$ cat src/design/psf_pkg.sv
// shared constants and types for the prime sieve filter chain
package psf_pkg;

	localparam int NUM_CELLS_DEF   = 64;
	localparam int VALUE_WIDTH_DEF = 16;
	localparam int CAND_W          = 16;
	localparam int PRIME_W         = 16;
	localparam int MIN_PRIME       = 2;
	localparam int RES_FIFO_DEPTH  = 8;

	// one bit of a candidate moving down the chain, msb first
	typedef struct packed {
		logic valid;
		logic data;
		logic first;
		logic last;
		logic restart;
		logic alive;
		logic stored;
	} flit_t;

	typedef struct packed {
		logic [PRIME_W-1:0] prime_value;
		logic               overflow;
	} res_t;

endpackage

$ cat src/design/psf_res_fifo.sv
// small result queue between the chain end and the output channel
module psf_res_fifo import psf_pkg::*; #(
	parameter int DEPTH = RES_FIFO_DEPTH
) (
	input  logic clk,
	input  logic arst_n,
	input  logic push,
	input  res_t push_data,
	input  logic pop,
	output logic not_empty,
	output res_t head
);

	localparam int PW = (DEPTH > 1) ? $clog2(DEPTH) : 1;
	localparam int CW = $clog2(DEPTH + 1);

	res_t          mem_q [DEPTH];
	logic [PW-1:0] wr_ptr_q;
	logic [PW-1:0] rd_ptr_q;
	logic [CW-1:0] count_q;

	always_ff @(posedge clk or negedge arst_n) begin
		if (!arst_n) begin
			wr_ptr_q <= '0;
			rd_ptr_q <= '0;
			count_q  <= '0;
		end else begin
			if (push) begin
				wr_ptr_q <= (wr_ptr_q == PW'(DEPTH - 1)) ? '0 : wr_ptr_q + 1'b1;
			end
			if (pop) begin
				rd_ptr_q <= (rd_ptr_q == PW'(DEPTH - 1)) ? '0 : rd_ptr_q + 1'b1;
			end
			count_q <= count_q + CW'(push) - CW'(pop);
		end
	end

	always_ff @(posedge clk) begin
		if (push) begin
			mem_q[wr_ptr_q] <= push_data;
		end
	end

	assign not_empty = (count_q != '0);
	assign head      = mem_q[rd_ptr_q];

`ifndef SYNTHESIS
	a_no_push_full: assert property (@(posedge clk) disable iff (!arst_n)
		push |-> (count_q != CW'(DEPTH)))
		else $error("result queue written while full");
	a_no_pop_empty: assert property (@(posedge clk) disable iff (!arst_n)
		pop |-> not_empty)
		else $error("result queue read while empty");
`endif

endmodule

$ cat config.mk
export PLATFORM = sky130hd
export DESIGN_NAME = psf_res_fifo
export DESIGN_NICKNAME = d
export VERILOG_FILES = /design/src/design/psf_pkg.sv /design/src/design/psf_res_fifo.sv
export SDC_FILE = /design/constraint.sdc
export NUM_CORES = 1
export LEC_CHECK = 0
export ABC_AREA = 1
export ABC_CLOCK_PERIOD_IN_PS = 1830
export CORE_MARGIN = 4
export CORE_UTILIZATION = 38
export DETAILED_ROUTE_END_ITERATION = 8
export DONT_BUFFER_PORTS = 1
export SLEW_MARGIN = 20
export SYNTH_ARGS = -nofsm -noshare
export SYNTH_HDL_FRONTEND = slang
export SYNTH_SLANG_ARGS = --single-unit
$ cat constraint.sdc
create_clock -name clk -period 1.83 [get_ports clk]
set_clock_uncertainty 0.2 [all_clocks]
set_input_delay 0.549 -clock clk [delete_from_list [all_inputs] [get_ports clk]]
set_output_delay 0.549 -clock clk [all_outputs]
set_load 0.02 [all_outputs]
==> results.json, run 1 <==
{
  "multi_input_area_sq_um": 1767,
  "h-tree-depth": 4,
  "dp_hpwl_microns": 8697,
  "clockRootBuffer": "clkbuf_16",
  "drive_gt1_share_pct": 21.73,
  "die_w_microns": 138.9,
  "num_vias": 4391,
  "max_slew.worst_pin.slew_ns": 0.4833,
  "netlist.top_cell.by_area": "edfxtp_1",
  "grt_max_degree": 50,
  "antenna_found_initial": 1,
  "clock_latency_ns": 0.41,
  "grt_usage_pct": 15.19,
  "synth_top_area_share_pct": 62.77,
  "r2r-end": "count_q[1]$_DFF_PN0_",
  "clk_pin_slew_ns": 0.06,
  "p_int_w": 0.008214,
  "p_switching_w": 0.004307,
  "cts_buffer_depth": 2,
  "fin_cells": 925,
  "cp_top_family": "flip-flops",
  "required_ns": 1.08,
  "path_common_cell": "nand2_2",
  "fin_setup_tns_ns": -8.755,
  "coreArea_sq_um": 16700,
  "cts_num_sinks": 146,
  "yosys_warnings": 0,
  "ff2ff_path_depth": 5,
  "synth_edf_count": 136,
  "drv_cap": 0,
  "status": "complete, but fails checks",
  "worstHoldPathCells": 0,
  "dr.pass1.iters": 4,
  "post-route-worst-setup-slack_ns": -0.5460,
  "place_inst": 878,
  "crit_slowest_cell": "dfrtp_2",
  "critPathBufInv": 2,
  "seqPwrFrac_pct": 34.2,
  "grt_pass1_wl_microns": 22680,
  "synth_area_leaders": "edfxtp_1 (63%), nand2_1 (13%), inv_1 (8.5%)",
  "synthTopCellsByCount": "nand2_1 (230), inv_1 (148), edfxtp_1 (136), nand3_1 (74), buf_2 (17)",
  "worstSetupStartpoint": "rd_ptr_q[0]$_DFFE_PN0P_",
  "synth-seq-area-share_pct": 66.62,
  "grt-ovfl-total": 0,
  "fin_crit_sh_pct": 129.8,
  "syn_area_per_cell_sq_um": 9.964,
  "r2r-start": "count_q[0]$_DFF_PN0_",
  "p_leak_nw": 3.743,
  "ant_nets": 0,
  "setup_violations": 17,
  "gp_congestion": 0.7596,
  "path_class": "reg2out",
  "ys_seq_elements": 146,
  "die_height_microns": 138.9,
  "std_cell_rows": 47,
  "place_ws_ns": -0.09046,
  "num-nets-final": 722,
  "syn_inst": 653,
  "swShare_pct": 34.40,
  "drt-initial-drc-count": 335,
  "die-area_sq_um": 19280,
  "cp-start-kind": "flip-flop",
  "timing.fmax_ghz": 0.4209,
  "numCtsBuffers": 17,
  "r2r_setup_slack_ns": 0.11,
  "synthesis.area_sq_um": 6506,
  "io_pins": 39,
  "cp-end-kind": "output pin",
  "rsz0062_at_grt": "true",
  "critPathArrivalTime_ns": 1.63,
  "worstHoldStart": "push_data[5]",
  "path_cells": "buf_6 -> buf_12 -> nand2_1 -> nand3_1 -> nand2_2 -> nand2_2 -> nand2_4",
  "cp_max_fo": 5,
  "peakVddDrop_uv": 918.8,
  "io_buffers": 0,
  "synth_fp_nets": 684,
  "hold_viol_final": 0,
  "seqCellArea_sq_um": 4335,
  "ys.flop_type": "edfxtp_1",
  "yosys.cell_count.top_type": "nand2_1",
  "synth_async_sr_flop_share_pct": 6.849,
  "vias_per_cell": 4.747,
  "p_comb_share_pct": 35.2,
  "start_util_pct": 38.96,
  "powerDensity_nw_per_um2": 1526,
  "min_to": "mem_q[5][5]$_DFFE_PP_",
  "slew-limit-headroom_pct": 67.68,
  "drv_slew": 0,
  "drc": 0,
  "cpPeakStageDelay_ns": 0.48,
  "cts_tree": "yes",
  "hold_class": "in2reg",
  "grt_pass1_vias": 4263,
  "yosysUniqueCellTypes": 18,
  "failed_checks": "setup timing",
  "p_clk_share_pct": 30.7,
  "wire_per_inst_microns": 16.71,
  "fillerInstances": 1479,
  "wl_microns": 15460,
  "period_needed_ns": 2.376,
  "area_delta_synth_final_pct": 26.10
}
## kinds of logic after synthesis
group                      share of synthesized area (%)
and+or+nand+nor                                    19.42
buffers and inverters                              11.12
DFF                                                66.62
adders and majority gates                          2.039
AOI/OAI and AO/OA                                 0.5383
xor gates and xnor gates                          0.2693
## per-layer routing
layer / share of wire, % / wire length (microns) / track usage, %
met1: 42 / 6509 / 18.26
met2: 50 / 7801 / 26.16
met3: 5.7 / 880 / 4.276
met4: 1.7 / 263 / 5.510
met5: 0 / 0 / 0
## placed cells by master (no fill, tap or decap), drive strengths merged
master / netlist / layout
dlygate4sd3: 0 / 2
clkbuf: 0 / 26
clkinv: 1 / 4
diode: 0 / 1
a21oi: 1 / 1
dfrtp: 10 / 10
inv: 150 / 153
o21ai: 6 / 6
fa: 1 / 1
bufinv: 0 / 5
edfxtp: 136 / 136
ha: 9 / 9
buf: 25 / 37
xor2: 2 / 2
nand2: 230 / 230
nand3: 74 / 74
nor2: 8 / 8
## how the worst max path moves through the flow
stage | end | slack, ns | cells after the start
6_report | head[9] | -0.55 | 7
5_1_grt | head[10] | -0.60 | 7
3_5_place_dp | head[16] | -0.09 | 7
4_1_cts | head[16] | -0.52 | 6
2_1_floorplan | mem_q[1][0]$_DFFE_PP_ | -0.15 | 2
3_3_place_gp | head[16] | -0.05 | 7
## flip-flops by register name, summed over array words and instances (netlist names)
| name | cells |
|---|---|
| wr_ptr_q | 3 |
| mem_q | 136 |
| rd_ptr_q | 3 |
| count_q | 4 |
## through the flow
step / util, % / power (W) / hold WS [ns] / instance area (sq um)
floorplan: - / 0.006902 / 0.05341 / 6556
global placement: 41.83 / 0.007840 / 0.05375 / 6987
detailed placement: 41.83 / 0.007943 / 0.05375 / 6987
CTS: 46.41 / 0.01197 / 0.007648 / 7751
global route: 49.12 / 0.01318 / 0.004396 / 8204
finish: 49.12 / 0.01252 / 0.02685 / 8204
## final cells by class
type,count,share of cell area [%]
Sequential cell,146,52.84
Multi-Input combinational cell,331,21.53
Timing Repair Buffer,44,7.198
Inverter,151,7.000
Clock buffer,21,5.612
Tap cell,220,3.355
Clock inverter,11,2.425
Antenna cell,1,0.03050
## power groups by stage
stage | Clock (W) | Sequential (W) | Combinational (W)
3_5_place_dp | 0 | 0.00433 | 0.00362
4_1_cts | 0.00390 | 0.00427 | 0.00380
5_1_grt | 0.00406 | 0.00431 | 0.00481
2_1_floorplan | 0 | 0.00429 | 0.00262
3_3_place_gp | 0 | 0.00431 | 0.00353
6_report | 0.00384 | 0.00428 | 0.00440
## what timing repair did
item | CTS | global route
pin swaps | 2 | 52
setup endpoints to repair | 18 | 18
endpoints found under the hold margin | 11 | 0
setup buffers | 1 | 2
gates resized for setup | 15 | 76
hold buffers | 2 | 0
cloned | 1 | 8
Note: power is estimated with default switching activity, not from simulation.
==> inputs of run 2 (changes only) <==
--- a/config.mk
+++ b/config.mk
@@ -11,6 +11,7 @@
 export CORE_UTILIZATION = 38
 export DETAILED_ROUTE_END_ITERATION = 8
 export DONT_BUFFER_PORTS = 1
+export SETUP_SLACK_MARGIN = 0.1
 export SLEW_MARGIN = 20
 export SYNTH_ARGS = -nofsm -noshare
 export SYNTH_HDL_FRONTEND = slang
==> run 2 against run 1 <==
Effect of this change: the flow still finishes with violations (setup timing); setup slack improved by 0.022 ns; combinational power shrank 4%; routed wire length decreased by 6.1%; maximum frequency up 0.94%; register-to-register slack better by 0.05 ns; sequential share of layout area up 0.93 points; largest power group is now sequential cells.
==> results.json, run 2 (synthesized netlist as in run 1, its figures left out) <==
{
  "status": "complete, but fails checks",
  "failed_checks": "setup timing",
  "seqCellArea_sq_um": 4335,
  "p_leak_nw": 3.633,
  "cpPeakStageDelay_ns": 0.46,
  "num_vias": 4262,
  "rsz0062_at_grt": "true",
  "antenna_found_initial": 0,
  "cp-start-kind": "flip-flop",
  "required_ns": 1.08,
  "dr.pass1.iters": 5,
  "die_height_microns": 138.9,
  "numCtsBuffers": 17,
  "p_clk_share_pct": 28.5,
  "seqPwrFrac_pct": 35.9,
  "io_buffers": 0,
  "p_switching_w": 0.004192,
  "start_util_pct": 38.96,
  "grt-ovfl-total": 0,
  "final_area_sq_um": 8063,
  "slew-limit-headroom_pct": 65.53,
  "clk_pin_slew_ns": 0.06,
  "reg.largest.list": "mem_q (136), count_q (4)",
  "crit_slowest_cell": "dfrtp_2",
  "cts_buffer_depth": 2,
  "largest_reg_flops": 136,
  "fin_crit_sh_pct": 128.6,
  "p_int_w": 0.007683,
  "path_cells": "buf_6 -> buf_12 -> nand2_1 -> nand3_1 -> nand2_1 -> nand2_1 -> nand2_2",
  "coreArea_sq_um": 16700,
  "vias_per_cell": 4.588,
  "cts_tree": "yes",
  "hold_viol_final": 0,
  "p_comb_share_pct": 35.6,
  "clock_latency_ns": 0.41,
  "h-tree-depth": 4,
  "grt_usage_pct": 14.71,
  "clockRootBuffer": "clkbuf_16",
  "cp_max_fo": 9,
  "grt_pass1_vias": 4138,
  "final_util_pct": 48.28,
  "place_inst": 881,
  "max_slew.worst_pin.slew_ns": 0.5154,
  "period_needed_ns": 2.354,
  "placed_area_sq_um": 7077,
  "path_common_cell": "nand2_1",
  "wire_per_inst_microns": 15.62,
  "place_ws_ns": -0.07081,
  "grt_pass1_wl_microns": 21870,
  "die_w_microns": 138.9,
  "drv_cap": 0,
  "fillerInstances": 1478,
  "antenna_cells": 0,
  "timing.fmax_ghz": 0.4248,
  "cp-end-kind": "output pin",
  "io_pins": 39,
  "powerDensity_nw_per_um2": 1473,
  "hold_class": "in2reg",
  "multi_input_area_sq_um": 1654,
  "fin_cells": 929,
  "drive_gt1_share_pct": 18.34,
  "cts_num_sinks": 146,
  "ant_nets": 0,
  "dp_hpwl_microns": 8730,
  "swShare_pct": 35.30,
  "final_common_cell": "nand2_1",
  "drc": 0,
  "num-nets-final": 727,
  "mostFrequentLayoutCells": "nand2_1 (197), inv_1 (143), edfxtp_1 (136)",
  "drv_slew": 0,
  "grt_max_degree": 19,
  "wl_microns": 14510,
  "die-area_sq_um": 19280,
  "gp_congestion": 0.7685,
  "std_cell_rows": 47,
  "critPathArrivalTime_ns": 1.60,
  "area_delta_synth_final_pct": 23.92,
  "drt-initial-drc-count": 310,
  "peakVddDrop_uv": 831.4,
  "post-route-worst-setup-slack_ns": -0.5239,
  "setup_violations": 18,
  "path_class": "reg2out",
  "top_register": "mem_q"
}
==> run 2: cell types whose count changed in the layout (fill, tap and decap cells not counted), sizes merged <==
cell / change
diode: -1
inv: +2
clkbuf: -4
clkinvlp: +4
buf: -2
bufinv: -3
dlygate4sd3: +7
clkinv: +1
==> run 2: power by group through the flow <==
stage / combinational (W) / sequential, W / clock, W
3_3_place_gp: 0.00367 / 0.00431 / 0
5_1_grt: 0.00465 / 0.00431 / 0.00360
4_1_cts: 0.00396 / 0.00426 / 0.00344
6_report: 0.00423 / 0.00427 / 0.00338
3_5_place_dp: 0.00376 / 0.00432 / 0
2_1_floorplan: 0.00266 / 0.00429 / 0
==> run 2: worst max-delay path, delay by kind of cell, from the launching register on <==
family        cells  cell delay (ns)
flops             1             0.46
simple gates      5             0.41
buf+inv           2             0.31
==> run 2: stage by stage <==
step,setup TNS [ns],hold slack [ns],power (W)
floorplan,-20.20,0.05341,0.006945
global placement,-0.3749,0.05373,0.007983
detailed placement,-0.6077,0.05382,0.008081
CTS,-8.292,0.0002733,0.01167
global route,-9.761,-0.001721,0.01256
finish,-8.172,0.02566,0.01187
==> run 2: area by class of cell <==
cell class | instances | area share [%]
clock buffers | 17 | 5.276
inverters | 151 | 7.123
well taps | 220 | 3.414
repair buffers | 49 | 7.976
clock inverters | 15 | 1.924
flip-flops and latches | 146 | 53.77
multi-input cells | 331 | 20.52
==> run 2: layer usage <==
layer	up-vias	part of all wire (%)	GRT usage (%)
li1	2120	-	-
met1	2036	42	18.07
met2	102	50	24.09
met3	4	7.5	5.103
met4	0	0.42	5.510
met5	-	0	0
==> run 2: path summary, 6_finish.rpt <==
| kind | from | slack (ns) | to | cells past startpoint |
|---|---|---|---|---|
| min reg2reg | wr_ptr_q[0]$_DFFE_PN0P_ | 0.42 | wr_ptr_q[0]$_DFFE_PN0P_ | 2 |
| max | rd_ptr_q[0]$_DFFE_PN0P_ | -0.52 | head[9] | 7 |
| min | push_data[8] | 0.03 | mem_q[7][8]$_DFFE_PP_ | 0 |
| max in group asynchronous | arst_n | 0.71 | rd_ptr_q[0]$_DFFE_PN0P_ | 1 |
| max reg2reg | count_q[0]$_DFF_PN0_ | 0.16 | count_q[2]$_DFF_PN0_ | 6 |
| min in group asynchronous | arst_n | 0.34 | count_q[3]$_DFF_PN0_ | 1 |
==> run 2: what timing repair did <==
action | CTS | global route
gates resized for setup | 22 | 25
pin swaps | 8 | 14
hold endpoints to repair | 11 | 34
hold buffers | 2 | 7
buffers inserted | 0 | 1
endpoints found under the setup margin | 18 | 19
cloned | 1 | 5
==> inputs of run 3 (changes only) <==
--- a/config.mk
+++ b/config.mk
@@ -5,7 +5,6 @@
 export SDC_FILE = /design/constraint.sdc
 export NUM_CORES = 1
 export LEC_CHECK = 0
-export ABC_AREA = 1
 export ABC_CLOCK_PERIOD_IN_PS = 1830
 export CORE_MARGIN = 4
 export CORE_UTILIZATION = 38
==> run 3 against run 2 <==
Effect of this change: the flow still finishes with violations (setup timing); sequential power rose by 4%; area after synthesis fell by 12%; clock-buffer cell count up 1; cell area shrank 10%; combinational power up 8.5%; via count down 36%; largest cell class unchanged; largest power group is now combinational logic.
==> results.json, run 3 <==
{
  "cp_max_fo": 7,
  "area_delta_synth_final_pct": 26.46,
  "cp-end-kind": "output pin",
  "hold_class": "in2reg",
  "largest_reg_flops": 136,
  "syn_inst": 288,
  "coreArea_sq_um": 14640,
  "failed_checks": "setup timing",
  "power_w": 0.01234,
  "clock_latency_ns": 0.42,
  "io_buffers": 0,
  "dr.pass1.iters": 4,
  "reg.largest.list": "mem_q (136), count_q (4)",
  "final_util_pct": 49.57,
  "die-area_sq_um": 17140,
  "ff2ff_path_depth": 6,
  "cts_num_sinks": 146,
  "final_area_sq_um": 7259,
  "critPathArrivalTime_ns": 1.79,
  "rsz0062_at_grt": "true",
  "place_ws_ns": -0.3054,
  "grt_pass1_wl_microns": 17300,
  "fin_crit_sh_pct": 138.7,
  "ys_seq_elements": 146,
  "drv_cap": 0,
  "timing.fmax_ghz": 0.3939,
  "dp_hpwl_microns": 6706,
  "ant_nets": 0,
  "grt_max_degree": 24,
  "gp_congestion": 0.6923,
  "setup_violations": 19,
  "netlist.top_cell.by_area": "edfxtp_1",
  "std_cell_rows": 44,
  "p_leak_nw": 2.477,
  "drive_gt1_share_pct": 48.43,
  "synth_fp_nets": 319,
  "io_pins": 39,
  "cp-start-kind": "flip-flop",
  "status": "complete, but fails checks",
  "yosysUniqueCellTypes": 24,
  "synth_edf_count": 136,
  "crit_slowest_cell": "mux4_2",
  "h-tree-depth": 4,
  "cts_buffer_depth": 2,
  "worstHoldPathCells": 1,
  "die_w_microns": 130.9,
  "grt_pass1_vias": 2850,
  "period_needed_ns": 2.539,
  "hold_slack_ns": 0.01774,
  "slew-limit-headroom_pct": 67.81,
  "wl_microns": 11730,
  "yosys.cell_count.top_type": "edfxtp_1",
  "r2r-end": "rd_ptr_q[2]$_DFFE_PN0P_",
  "r2r_setup_slack_ns": -0.02,
  "worstHoldStart": "push",
  "start_util_pct": 39.20,
  "r2r-start": "rd_ptr_q[0]$_DFFE_PN0P_",
  "numCtsBuffers": 17,
  "clk_pin_slew_ns": 0.06,
  "num-nets-final": 369,
  "antenna_cells": 0,
  "synth-seq-area-share_pct": 75.50,
  "synthTopCellsByCount": "edfxtp_1 (136), nand2_1 (54), mux4_2 (29), dfrtp_1 (10), ha_1 (9)",
  "drv_slew": 0,
  "hold_viol_final": 0,
  "antenna_found_initial": 0,
  "synth_top_area_share_pct": 71.14,
  "yosys_warnings": 0,
  "wire_per_inst_microns": 21.92,
  "synth_async_sr_flop_share_pct": 6.849,
  "powerDensity_nw_per_um2": 1700,
  "synth_area_leaders": "edfxtp_1 (71%), mux4_2 (11%), dfrtp_1 (4.4%)",
  "placed_area_sq_um": 6286,
  "top_register": "mem_q",
  "synthesis.area_sq_um": 5741,
  "mostFrequentLayoutCells": "edfxtp_1 (136), mux4_2 (34), nand2_2 (32)",
  "cts_tree": "yes",
  "peakVddDrop_uv": 801.9,
  "max_slew.worst_pin.slew_ns": 0.4812,
  "cpPeakStageDelay_ns": 0.49,
  "required_ns": 1.08,
  "min_to": "wr_ptr_q[1]$_DFFE_PN0P_",
  "vias_per_cell": 5.121,
  "clockRootBuffer": "clkbuf_16",
  "drc": 0,
  "grt_usage_pct": 14.27,
  "grt-ovfl-total": 0,
  "post-route-worst-setup-slack_ns": -0.7086,
  "fillerInstances": 1207,
  "die_height_microns": 130.9,
  "path_cells": "buf_12 -> clkbuf_16 -> mux4_2 -> nand2_1 -> nand2_4",
  "drt-initial-drc-count": 155,
  "final_common_cell": "edfxtp_1",
  "num_vias": 2740,
  "ys.flop_type": "edfxtp_1",
  "syn_area_per_cell_sq_um": 19.93,
  "path_class": "reg2out"
}
[run 3: stage by stage]
step / instances / TNS (ns)
floorplan: 288 / -12.19
global placement: 486 / -4.530
detailed placement: 486 / -4.626
CTS: 520 / -12.12
global route: 535 / -13.11
finish: 535 / -11.81
[run 3: power breakdown]
group          switching (W)  internal [W]
Clock                0.00132       0.00199
Combinational        0.00252       0.00207
Sequential          0.000208       0.00423
[run 3: what timing repair did]
item,CTS,global route
gates cloned,0,4
pin swaps,5,30
setup endpoints to repair,18,48
hold buffers,1,9
setup buffers,1,2
resized for setup,30,35
endpoints found under the hold margin,10,39
[run 3: worst max path at each step]
stage	from	endpoint	slack [ns]	cells after the start
after floorplan	rd_ptr_q[0]$_DFFE_PN0P_	head[10]	-0.24	5
after global placement	rd_ptr_q[0]$_DFFE_PN0P_	head[14]	-0.30	4
after detailed placement	rd_ptr_q[0]$_DFFE_PN0P_	head[14]	-0.31	4
after CTS	rd_ptr_q[0]$_DFFE_PN0P_	head[7]	-0.74	4
after global routing	rd_ptr_q[0]$_DFFE_PN0P_	head[14]	-0.78	5
final	rd_ptr_q[0]$_DFFE_PN0P_	head[3]	-0.71	5
[run 3: critical path: cells and delay by family (launching register included)]
family                 cells  cell delay [ns]
DFF                        1             0.37
muxes                      1             0.49
buffers and inverters      2             0.32
and+or+nand+nor            2             0.20
[run 3: kinds of logic after synthesis]
logic type	share of synthesized area [%]
XOR/XNOR	0.3052
AND/OR/NAND/NOR	4.795
multiplexers	14.45
adder cells (fa/ha/maj)	2.310
buffers and inverters	2.245
AO/OA/AOI/OAI	0.3923
flip-flops	75.50
[run 3: routing by layer]
layer / vias to the layer above / global-route usage [%] / share of wire [%]
met4: 0 / 3.993 / 0.67
met3: 7 / 5.610 / 5.6
met5: - / 0 / 0
li1: 1231 / - / -
met1: 1438 / 19.17 / 43
met2: 64 / 21.80 / 50
[run 3: final cells by class]
| cell class | instances | area, sq um | area share, % |
|---|---|---|---|
| Clock buffer | 18 | 429.2 | 5.912 |
| Tap cell | 184 | 230.2 | 3.171 |
| Clock inverter | 14 | 137.6 | 1.896 |
| Sequential cell | 146 | 4338 | 59.76 |
| Multi-Input combinational cell | 123 | 1573 | 21.66 |
| Timing Repair Buffer | 42 | 521.8 | 7.187 |
| Inverter | 8 | 30.03 | 0.4137 |
