<file path="src/design/psf_pkg.sv">
// shared constants and types for the prime sieve filter chain
package psf_pkg;

	localparam int NUM_CELLS_DEF   = 64;
	localparam int VALUE_WIDTH_DEF = 16;
	localparam int CAND_W          = 16;
	localparam int PRIME_W         = 16;
	localparam int MIN_PRIME       = 2;
	localparam int RES_FIFO_DEPTH  = 8;

	// one bit of a candidate moving down the chain, msb first
	typedef struct packed {
		logic valid;
		logic data;
		logic first;
		logic last;
		logic restart;
		logic alive;
		logic stored;
	} flit_t;

	typedef struct packed {
		logic [PRIME_W-1:0] prime_value;
		logic               overflow;
	} res_t;

endpackage

</file>
<file path="src/design/psf_cell.sv">
// one filter cell: holds a prime and reduces the passing candidate modulo it, bit by bit
module psf_cell import psf_pkg::*; #(
	parameter int VALUE_WIDTH = VALUE_WIDTH_DEF
) (
	input  logic  clk,
	input  logic  arst_n,
	input  flit_t prev_flit,
	output flit_t next_flit
);

	logic                   used_q;
	logic [VALUE_WIDTH-1:0] prime_q;
	logic [VALUE_WIDTH-1:0] rem_q;
	flit_t                  flit_q;

	logic                   used_eff;
	logic [VALUE_WIDTH-1:0] rem_base;
	logic [VALUE_WIDTH:0]   rem_sh;
	logic [VALUE_WIDTH:0]   rem_sub;
	logic [VALUE_WIDTH-1:0] rem_nx;
	logic                   decide;
	logic                   store;
	logic                   kill;
	flit_t                  flit_nx;

	always_comb begin
		// restart travels with the first bit and empties the cell ahead of it
		used_eff = used_q & ~(prev_flit.valid & prev_flit.first & prev_flit.restart);
		rem_base = prev_flit.first ? '0 : rem_q;
		rem_sh   = {rem_base, prev_flit.data};
		rem_sub  = rem_sh - {1'b0, prime_q};
		rem_nx   = (rem_sh >= {1'b0, prime_q}) ? rem_sub[VALUE_WIDTH-1:0]
			: rem_sh[VALUE_WIDTH-1:0];
		decide   = prev_flit.valid & prev_flit.last & prev_flit.alive & ~prev_flit.stored;
		kill     = decide & used_eff & (rem_nx == '0);
		store    = decide & ~used_eff;
		flit_nx        = prev_flit;
		flit_nx.alive  = prev_flit.alive & ~kill;
		flit_nx.stored = prev_flit.stored | store;
	end

	always_ff @(posedge clk or negedge arst_n) begin
		if (!arst_n) begin
			used_q <= 1'b0;
			flit_q <= '0;
		end else begin
			flit_q <= flit_nx;
			if (prev_flit.valid) begin
				used_q <= used_eff | store;
			end
		end
	end

	// an empty cell shifts the candidate in so it holds it once stored
	always_ff @(posedge clk) begin
		if (prev_flit.valid) begin
			rem_q <= rem_nx;
			if (!used_eff) begin
				prime_q <= {prime_q[VALUE_WIDTH-2:0], prev_flit.data};
			end
		end
	end

	assign next_flit = flit_q;

endmodule

</file>
<file path="config.mk">
export PLATFORM = sky130hd
export DESIGN_NAME = psf_cell
export DESIGN_NICKNAME = d
export VERILOG_FILES = /design/src/design/psf_pkg.sv /design/src/design/psf_cell.sv
export SDC_FILE = /design/constraint.sdc
export NUM_CORES = 1
export LEC_CHECK = 0
export ABC_CLOCK_PERIOD_IN_PS = 6250
export BUFFER_PORTS_ARGS = -buffer_cell sky130_fd_sc_hd__buf_2
export CELL_PAD_IN_SITES_DETAIL_PLACEMENT = 0
export CELL_PAD_IN_SITES_GLOBAL_PLACEMENT = 2
export CORE_ASPECT_RATIO = 0.5
export CORE_MARGIN = 2
export CORE_UTILIZATION = 35
export CTS_BUF_LIST = sky130_fd_sc_hd__clkbuf_16
export CTS_CLUSTER_SIZE = 14
export DETAILED_ROUTE_END_ITERATION = 8
export PLACE_DENSITY = 0.7
export SLEW_MARGIN = 5
export SYNTH_ARGS = -nofsm -noshare
export SYNTH_HDL_FRONTEND = slang
export SYNTH_SLANG_ARGS = --single-unit
export TNS_END_PERCENT = 5
</file>
<file path="constraint.sdc">
create_clock -name clk -period 6.25 [get_ports clk]
set_clock_uncertainty 0.05 [all_clocks]
set_input_delay 0.625 -clock clk [delete_from_list [all_inputs] [get_ports clk]]
set_output_delay 0.625 -clock clk [all_outputs]
set_load 0.02 [all_outputs]
</file>
==> key figures, run 1 <==
Critical path
  – Critical path arrival: between 3000 and 4000 ps
  – Crit Path Max Fanout: 26
  – CP startpoint kind: input port
  – Critical Path Sink Type: register
  – Crit path kind: in -> reg
  – WP data required: 6370 ps

Drt
  – DRT iter0 DRCs: 107
  – Post-route antenna net violation count: 0
  – Via density: 5.200
  – DRC viols: 0
  – Drt wl/cell: 17.08 um
  – DR pass1 iterations: 4
  – DR vias: 1794
  – Routed wire length: 5.892 mm

Global routing
  – Gr usage total: ~16%
  – First-pass GRT wire length: 9.328 mm
  – Antenna violations before repair: 0
  – GRT Residual Overflow: 0
  – Largest net degree at the start of global routing: 27
  – Vias in the first global route: 1695

STA
  – Crit path time final: 3577 ps
  – Final Cycle Share: 57.23%
  – Setup Viol. Count Final: 0
  – Post-Route Setup TNS: 0 ps
  – Final Hold Viols: 0
  – Worst Tran Pin Value: 795.6 ps
  – Headroom to the max-slew limit: 46.96%
  – RSZ-0062 raised after global routing: no
  – Fmax: 279.6 MHz
  – Hold slack: 138.3 ps
  – Slew Viols, Final: 0

Floorplanning
  – Row count: 21
  – I/O pin cnt: 16
  – Starting Density: about 37%
  – Core box area: approximately 6800 sq um
  – Die area: 7887 sq um
  – Die W: 123.6 um
  – Die height: 63.81 um

Placement
  – Dpl hpwl: 4.555 mm
  – Port bufs: 15
  – Placed insts: 337
  – RD Place Congestion: 0.8276

Clock network
  – Num CTS Buffers: 5
  – H-Tree Depth: 2
  – Post_cts resized: 0
  – Sink Count: 40
  – CTS tree: built
  – Hold bufs inserted after CTS: 0
  – CTS root buf: clkbuf_16
  – CTS max path bufs: 2
  – Clock transition at path regs: 60 ps
  – Setup Fix Bufs, Post-CTS: 0
  – Worst skew pair latency: 290 ps

Cells and area
  – Final #Nets: 278
  – # fillers: 658
  – Share of cells above drive strength 1: 13.04%
  – Diodes inserted: 0
  – Syn-to-layout area delta: 11.94%
  – Non-filler cells in the finished layout: roughly 350

Synth
  – Synth top area cells: edfxtp_1, dfrtp_1, ha_1, inv_1, mux2i_1
  – Top cell type's share of synthesized area: 38.38%
  – Seq/Total Area, Yosys: 46.38%
  – Seq cells post-synth: 40
  – Distinct cells, synth: 51
  – Post-Synthesis Cells: 237
  – Post-synth EDFFs: 32
  – Dominant synthesized flop cell: edfxtp_1
  – Biggest area consumer among synthesized cells: edfxtp_1
  – Mapped Nets: 263
  – Asr flop ratio synth: approximately a fifth
  – Synth warn: 0
  – Mean area per synthesized cell: 10.56 sq um
  – Area of the mapped netlist: 2504 sq um

Min path
  – Min-delay worst type: in -> async

Power and ir drop
  – Worst VDD drop: ~0.090 mV
  – PwrDens: roughly 310 nW/um^2
  – Final Power: 872.1 uW
  – Leak: about 0.0012 uW

Flow run
  – Max_cap viols: 0

Run status
  – Outcome: finished clean
[area by class of cell]
class | instances | area (sq um) | area share, %
Multi-Input combinational cell | 162 | 1199 | 42.77
Sequential cell | 40 | 1161 | 41.43
Clock buffer | 5 | 125.1 | 4.464
Tap cell | 92 | 115.1 | 4.107
Inverter | 27 | 101.3 | 3.616
Timing Repair Buffer | 16 | 82.58 | 2.946
Clock inverter | 3 | 18.77 | 0.6696
[cell usage in the layout (no fill, tap or decap), drive strengths merged, types with 2 or more instances in the layout]
cell type,instances
buf,16
nor2,12
o2111ai,3
clkbuf,5
mux2,5
o21a,3
nand3b,2
dfrtp,8
or3,3
nor3,3
o21ai,11
mux2i,7
a31o,3
nand2,11
nor4,3
inv,27
o31ai,2
nand4b,2
a21o,4
a31oi,4
xnor2,5
nand2b,8
a21oi,8
nand3,5
edfxtp,32
clkinv,3
nand4,4
xor2,7
ha,16
nor2b,11
or2,2
[Yosys cell counts, types with 2 or more instances]
master,count
or2_2,2
o21a_1,3
o21ai_0,11
nor2b_1,11
o31ai_1,2
nand3_1,5
or3_1,3
clkbuf_1,3
xor2_1,7
a31o_1,2
buf_2,2
xnor2_1,5
a21o_1,4
a21oi_1,8
nor3_1,3
nor4_1,3
ha_1,16
edfxtp_1,32
o2111ai_1,3
nor2_1,12
nand3b_1,2
inv_1,27
nand2_1,11
mux2_2,5
clkbuf_2,2
nand4b_1,2
dfrtp_1,8
nand2b_1,8
nand4_1,4
mux2i_1,7
a31oi_1,4
[per-stage QoR]
step / worst slack [ps] / utilization, % / area, sq um
2_1_floorplan: 2934 / - / 2504
3_5_place_dp: 2397 / 39.07 / 2659
3_3_place_gp: 2288 / 39.07 / 2659
4_1_cts: 2691 / 41.18 / 2803
5_1_grt: 2410 / 41.18 / 2803
6_report: 2673 / 41.18 / 2803
[worst max-delay path, stage by stage]
cell       delay, ps
buf_2            280
nand2b_1         170
inv_1             70
ha_1             390
nand4_1          230
nor4_1           520
o2111ai_1        180
nand3_1          100
buf_4            310
mux2_2           400
o41a_1           400
[layer usage]
layer | up-vias | track usage, % | part of all wire [%]
li1 | 894 | - | -
met3 | 6 | 4.554 | 3.9
met1 | 874 | 25.17 | 54
met2 | 20 | 22.32 | 41
met4 | 0 | 3.409 | 0.64
met5 | - | 0 | 0
[state kept, by name, indices dropped and copies added, names as in the netlist]
register   cells
prime_q       16
rem_q         16
next_flit      7
used_q         1
[final timing paths]
check | cells after the start | startpoint | endpoint | slack (ps)
max | 11 | prev_flit[4] | next_flit[1] | 2670
min | 1 | arst_n | next_flit[1] | 140
max reg2reg | 9 | rem_q[8] | next_flit[1] | 2980
min reg2reg | 0 | prime_q[9] | prime_q[10] | 400
max in group asynchronous | 1 | arst_n | next_flit[0] | 5820
min in group clk | 0 | prime_q[9] | prime_q[10] | 400
[power by group]
| group | internal (uW) | switching, uW | total [uW] |
|---|---|---|---|
| clock network | 147 | 106 | 253 |
| logic | 109 | 163 | 273 |
| registers | 336 | 10.2 | 346 |
[cell families after synthesis]
logic type | after synthesis | synth area share (%)
simple gates | 70 | 15.39
compound gates | 51 | 14.44
flops | 40 | 46.38
buf+inv | 35 | 5.747
fa+ha+maj | 17 | 8.796
xor+xnor | 12 | 4.198
mux | 12 | 5.047
Note: power is estimated with default switching activity, not from simulation.
==> inputs of run 2 (changes only) <==
--- a/config.mk
+++ b/config.mk
@@ -5,7 +5,7 @@
 export SDC_FILE = /design/constraint.sdc
 export NUM_CORES = 1
 export LEC_CHECK = 0
-export ABC_CLOCK_PERIOD_IN_PS = 6250
+export ABC_CLOCK_PERIOD_IN_PS = 3750
 export BUFFER_PORTS_ARGS = -buffer_cell sky130_fd_sc_hd__buf_2
 export CELL_PAD_IN_SITES_DETAIL_PLACEMENT = 0
 export CELL_PAD_IN_SITES_GLOBAL_PLACEMENT = 2
==> constraint.sdc (replaced) <==
create_clock -name clk -period 3.75 [get_ports clk]
set_clock_uncertainty 0.05 [all_clocks]
set_input_delay 0.375 -clock clk [delete_from_list [all_inputs] [get_ports clk]]
set_output_delay 0.375 -clock clk [all_outputs]
set_load 0.02 [all_outputs]
==> key figures, run 2 (synthesis gave the netlist of run 1 again) <==
Clock network
  – Setup Fix Bufs, Post-CTS: 0 (unchanged)
  – Sink Count: 40 (unchanged)
  – Clock transition at path regs: 60 ps (about the same)
  – Hold bufs inserted after CTS: 1 (+1)
  – CTS tree: built
  – Num CTS Buffers: 5 (unchanged)
  – Post_cts resized: 0 (unchanged)
  – CTS root buf: clkbuf_16
  – Worst skew pair latency: 290 ps (about the same)
  – CTS max path bufs: 2 (unchanged)
  – H-Tree Depth: 2 (unchanged)

Cells and area
  – # fillers: 645 (-2.0%)
  – Commonest non-fill, non-tap cell in the layout: edfxtp_1
  – Cell area after layout: 2861 sq um (+2.1%)
  – Share of cells above drive strength 1: 13.67% (+0.63 points)
  – Most frequent cells in the layout: edfxtp_1, inv_1, ha_1, buf_2, nor2_1
  – Register area: 1161 sq um (unchanged)
  – Diodes inserted: 0 (unchanged)
  – Final Util: 42.05% (+0.86 points)
  – Final #Nets: 281 (+1.1%)
  – Syn-to-layout area delta: 14.29%
  – Multi-input gate area: 1199 sq um (unchanged)

STA
  – Fmax: 308.0 MHz
  – Final Cycle Share: 86.57%
  – Setup Viol. Count Final: 0 (unchanged)
  – Slew Viols, Final: 0 (unchanged)
  – RSZ-0062 raised after global routing: no
  – Headroom to the max-slew limit: 47.84% (+0.88 points)
  – Crit path time final: about 3200 ps
  – Post-Route Setup TNS: 0 ps (unchanged)
  – Worst Tran Pin Value: 782.4 ps (-13.26 ps)
  – Final Hold Viols: 0 (unchanged)

Drt
  – Post-route antenna net violation count: 0 (unchanged)
  – Routed wire length: 5.926 mm (+0.58%)
  – DR vias: 1825 (+1.7%)
  – DRC viols: 0 (unchanged)
  – DR pass1 iterations: 4 (unchanged)
  – DRT iter0 DRCs: 106 (-0.93%)
  – Drt wl/cell: 17.03 um (-0.29%)
  – Via density: 5.244 (+0.85%)

Floorplanning
  – Row count: 21 (unchanged)
  – Starting Density: 36.79% (unchanged)
  – Die height: 63.81 um (unchanged)
  – Die area: 7887 sq um (unchanged)
  – Die W: 123.6 um (unchanged)
  – I/O pin cnt: 16 (unchanged)
  – Core box area: 6805 sq um (unchanged)

Global routing
  – Largest net degree at the start of global routing: 27 (unchanged)
  – Antenna violations before repair: 0 (unchanged)
  – First-pass GRT wire length: 9.549 mm (+2.4%)
  – Vias in the first global route: 1794 (+5.8%)
  – Gr usage total: 16.51% (+0.21 points)
  – GRT Residual Overflow: 0 (unchanged)

Placement
  – Port bufs: 15 (unchanged)
  – RD Place Congestion: 0.8155 (-1.5%)
  – Dpl hpwl: 4.517 mm (-0.84%)
  – Cell area after placement: 2686 sq um (+1.0%)

Power and ir drop
  – Leak: 0.001250 uW (+2.2%)
  – Final Power: 1524 uW (+75%)
  – Worst VDD drop: 0.2290 mV (+150%)
  – PwrDens: 532.6 nW/um^2 (+71%)

Critical path
  – WP data required: 3870 ps (-2500 ps)
  – Crit Path Max Fanout: 26 (unchanged)
  – Critical Path Sink Type: register
  – Critical path arrival: 3370 ps (-330 ps)
  – CP startpoint kind: input port
  – Crit path kind: in -> reg

Min path
  – Min-delay worst type: in -> reg

Flow run
  – Max_cap viols: 0 (unchanged)

Run status
  – Outcome: finished clean
==> run 2: metrics by stage <==
stage / setup WS [ps] / hold WS [ps] / cells
final: 503.6 / 174.7 / 348
after floorplan: 683.8 / 29.41 / 237
after detailed placement: 260.0 / 189.9 / 339
after global routing: 328.5 / 162.5 / 348
after CTS: 547.9 / 160.4 / 348
after global placement: 273.9 / 189.4 / 339
==> run 2: critical path: stages <==
cell,delay (ps)
buf_2,280
nand2b_1,170
inv_1,70
ha_1,390
nand4_1,250
nor4_1,490
o2111ai_1,190
nand3_1,140
buf_12,190
nand2_1,60
o31ai_1,260
nand4b_1,150
o41a_1,330
==> run 2: path summary, 6_finish.rpt <==
path | start | to | slack [ps] | cells after the start
worst max-delay path | prev_flit[4] | next_flit[1] | 500 | 13
worst min-delay path | prev_flit[2] | next_flit[2] | 170 | 1
worst max register to register | rem_q[8] | next_flit[1] | 530 | 11
worst min register to register | prime_q[12] | prime_q[13] | 400 | 0
max in group asynchronous | arst_n | next_flit[2] | 3050 | 2
min in group asynchronous | arst_n | next_flit[5] | 410 | 2
==> run 2: final cells by class <==
type	instances	area share, %
Clock inverter	2	0.5247
Timing Repair Buffer	19	4.198
Tap cell	92	4.023
Multi-Input combinational cell	162	41.89
Sequential cell	40	40.58
Inverter	27	3.542
Clock buffer	6	5.247
==> run 2: routing by layer <==
layer  vias up  part of all wire [%]  track usage (%)
li1        907                     -                -
met1       884                    52            25.39
met2        28                    41            22.32
met3         6                   5.3            4.018
met4         0                   1.0            5.256
met5         -                     0                0
==> run 2: power breakdown <==
part	switching [uW]	total, uW	internal [uW]
sequential	16.6	576	559
clock	191	481	290
combinational	274	467	193
==> inputs of run 3 (changes only) <==
--- a/config.mk
+++ b/config.mk
@@ -5,6 +5,7 @@
 export SDC_FILE = /design/constraint.sdc
 export NUM_CORES = 1
 export LEC_CHECK = 0
+export ABC_AREA = 1
 export ABC_CLOCK_PERIOD_IN_PS = 3750
 export BUFFER_PORTS_ARGS = -buffer_cell sky130_fd_sc_hd__buf_2
 export CELL_PAD_IN_SITES_DETAIL_PLACEMENT = 0
@@ -15,7 +16,7 @@
 export CTS_BUF_LIST = sky130_fd_sc_hd__clkbuf_16
 export CTS_CLUSTER_SIZE = 14
 export DETAILED_ROUTE_END_ITERATION = 8
-export PLACE_DENSITY = 0.7
+export PLACE_DENSITY = 0.77
 export SLEW_MARGIN = 5
 export SYNTH_ARGS = -nofsm -noshare
 export SYNTH_HDL_FRONTEND = slang
==> key figures, run 3 <==
Cells and area
  – Syn-to-layout area delta: 12.67%
  – Share of cells above drive strength 1: 11.55% (-2.1 points)
  – Diodes inserted: 0 (unchanged)
  – Cell area after layout: 3193 sq um (+12%)
  – Commonest non-fill, non-tap cell in the layout: nand2_1
  – Final #Nets: 432 (+54%)
  – Most frequent cells in the layout: nand2_1, inv_1, nand3_1, edfxtp_1, nor2_1

Clock network
  – Hold bufs inserted after CTS: 1 (unchanged)
  – Clock transition at path regs: 60 ps (about the same)
  – Sink Count: 40 (unchanged)
  – H-Tree Depth: 2 (unchanged)
  – CTS root buf: clkbuf_16
  – Setup Fix Bufs, Post-CTS: 0 (unchanged)
  – CTS tree: built
  – Worst skew pair latency: 290 ps (about the same)
  – Post_cts resized: 0 (unchanged)
  – Num CTS Buffers: 5 (unchanged)
  – CTS max path bufs: 2 (unchanged)

STA
  – Post-Route Setup TNS: 0 ps (unchanged)
  – Setup Viol. Count Final: 0 (unchanged)
  – RSZ-0062 raised after global routing: no
  – Final Cycle Share: 76.48% (-10 points)
  – Slew Viols, Final: 0 (unchanged)
  – Worst Tran Pin Value: 806.7 ps (+24.30 ps)
  – Fmax: 348.7 MHz (+13%)
  – Headroom to the max-slew limit: 46.02% (-1.8 points)
  – Final Hold Viols: 0 (unchanged)
  – Hold slack: 152.5 ps (-22.19 ps)
  – Crit path time final: 2868 ps (-378.4 ps)

Global routing
  – Vias in the first global route: 2303 (+28%)
  – Antenna violations before repair: 0 (unchanged)
  – First-pass GRT wire length: 12.45 mm (+30%)
  – Gr usage total: 19.01% (+2.5 points)
  – Largest net degree at the start of global routing: 21 (-22%)
  – GRT Residual Overflow: 0 (unchanged)

Critical path
  – R2R depth: 17 (+6)
  – Critical Path Sink Type: register
  – Critical path arrival: 3000 ps (-370 ps)
  – CP startpoint kind: input port
  – Crit path kind: in -> reg
  – Crit Path Max Fanout: 17 (-35%)
  – WP data required: 3880 ps (about the same)

Drt
  – Routed wire length: 7.909 mm (+33%)
  – Post-route antenna net violation count: 0 (unchanged)
  – DRC viols: 0 (unchanged)
  – DR pass1 iterations: 5 (+1)
  – Via density: 4.642 (-11%)
  – DR vias: 2409 (+32%)
  – DRT iter0 DRCs: 159 (+50%)
  – Drt wl/cell: 15.24 um (-11%)

Synth
  – Most common cell in the netlist: nand2_1
  – Synth warn: 0 (unchanged)
  – Post-Synthesis Cells: 386 (+63%)
  – Area of the mapped netlist: 2834 sq um (+13%)
  – Mapped Nets: 412 (+57%)
  – Most frequent cells after synthesis: nand2_1, inv_1, nand3_1
  – Dominant synthesized flop cell: edfxtp_1
  – Synth top area cells: edfxtp_1, nand2_1, inv_1, dfrtp_1, ha_1
  – Post-synth EDFFs: 32 (unchanged)
  – Biggest area consumer among synthesized cells: edfxtp_1
  – Distinct cells, synth: 25 (-51%)
  – Top cell type's share of synthesized area: 33.91% (-4.5 points)
  – Mean area per synthesized cell: 7.342 sq um (-31%)
  – Asr flop ratio synth: 20.00% (unchanged)
  – Seq/Total Area, Yosys: 40.97% (-5.4 points)
  – Seq cells post-synth: 40 (unchanged)

Placement
  – RD Place Congestion: 0.8530 (+4.6%)
  – Port bufs: 15 (unchanged)
  – Dpl hpwl: 6.397 mm (+42%)
  – Cell area after placement: 3015 sq um (+12%)

Power and ir drop
  – Worst VDD drop: 0.2082 mV (-9.1%)
  – Cell Int Power: 1029 uW (-1.3%)
  – PwrDens: 508.0 nW/um^2 (-4.6%)
  – Net Sw Frac: 36.59% (+5.0 points)
  – Seq pwr share: 35.4% (-2.4 points)
  – Logic pwr share: 32.9% (+2.3 points)
  – Leak: 0.001742 uW (+39%)
  – Final Power: 1622 uW (+6.4%)
  – Psw: 593.4 uW (+23%)
  – Clk pwr share: 31.7% (about the same)

Floorplanning
  – Row count: 23 (+9.5%)
  – Die height: 67.63 um (+6.0%)
  – Starting Density: 35.81% (-0.98 points)
  – I/O pin cnt: 16 (unchanged)
  – Die area: 8877 sq um (+13%)
  – Core box area: 7914 sq um (+16%)
  – Die W: 131.3 um (+6.2%)

Min path
  – Hold depth: 1 (unchanged)
  – Min-delay worst type: in -> reg

Flow run
  – Max_cap viols: 0 (unchanged)

Run status
  – Outcome: finished clean
==> run 3: path summary, 6_finish.rpt <==
kind | startpoint | endpoint | slack (ps)
setup / recovery | prev_flit[4] | next_flit[1] | 880
max in group asynchronous | arst_n | next_flit[5] | 3100
hold reg to reg | prime_q[14] | prime_q[15] | 410
setup reg to reg | rem_q[3] | next_flit[1] | 950
min in group asynchronous | arst_n | next_flit[2] | 390
hold / removal | prev_flit[3] | next_flit[3] | 150
==> run 3: through the flow <==
stage	setup slack, ps	std cells	util [%]
2_1_floorplan	1382	386	-
3_3_place_gp	623.0	510	38.10
3_5_place_dp	591.4	510	38.10
4_1_cts	883.8	519	40.35
5_1_grt	580.7	519	40.35
6_report	882.0	519	40.35
==> run 3: power by group through the flow <==
stage | registers, uW | clock network (uW) | logic, uW
after global routing | 580 | 540 | 607
after floorplan | 582 | 0 | 382
after CTS | 574 | 523 | 531
after global placement | 582 | 0 | 534
after detailed placement | 583 | 0 | 526
final | 574 | 514 | 534
==> run 3: kinds of logic after synthesis <==
logic type               Yosys count  share of synthesized area, %
AND/OR/NAND/NOR                  217                         34.22
buffers and inverters             95                         13.51
flip-flops                        40                         40.97
adder cells (fa/ha/maj)           17                         7.770
AO/OA/AOI/OAI                     13                         2.295
XOR/XNOR                           4                         1.236
==> run 3: area by class of cell <==
type / count / area, sq um
clock inverters: 3 / 42.54
well taps: 112 / 140.1
repair buffers: 17 / 92.59
multi-input cells: 251 / 1290
flip-flops and latches: 40 / 1161
clock buffers: 5 / 125.1
inverters: 91 / 341.6
fillers: 841 / 4721
==> run 3: metal layers <==
layer  share of wire (%)  track usage, %  vias up
met1                  54           29.14     1093
met5                   0               0        -
met2                  36           26.18       75
met4                0.47           2.853        0
met3                 8.8           5.706        5
li1                    -               -     1236
==> run 3: worst max-delay path, cell delays in order <==
cell     delay [ps]
buf_2           290
inv_2           120
nand2_1         120
inv_1            70
ha_1            360
a21oi_1         230
nand2_1         120
nand2_1          70
nand2_1          90
nor2_4          260
nand2_4         210
o21ai_0         270
nand2_1          80
nor2_1          100
nand2_1          60
nor2_1          110
nor2_1           50
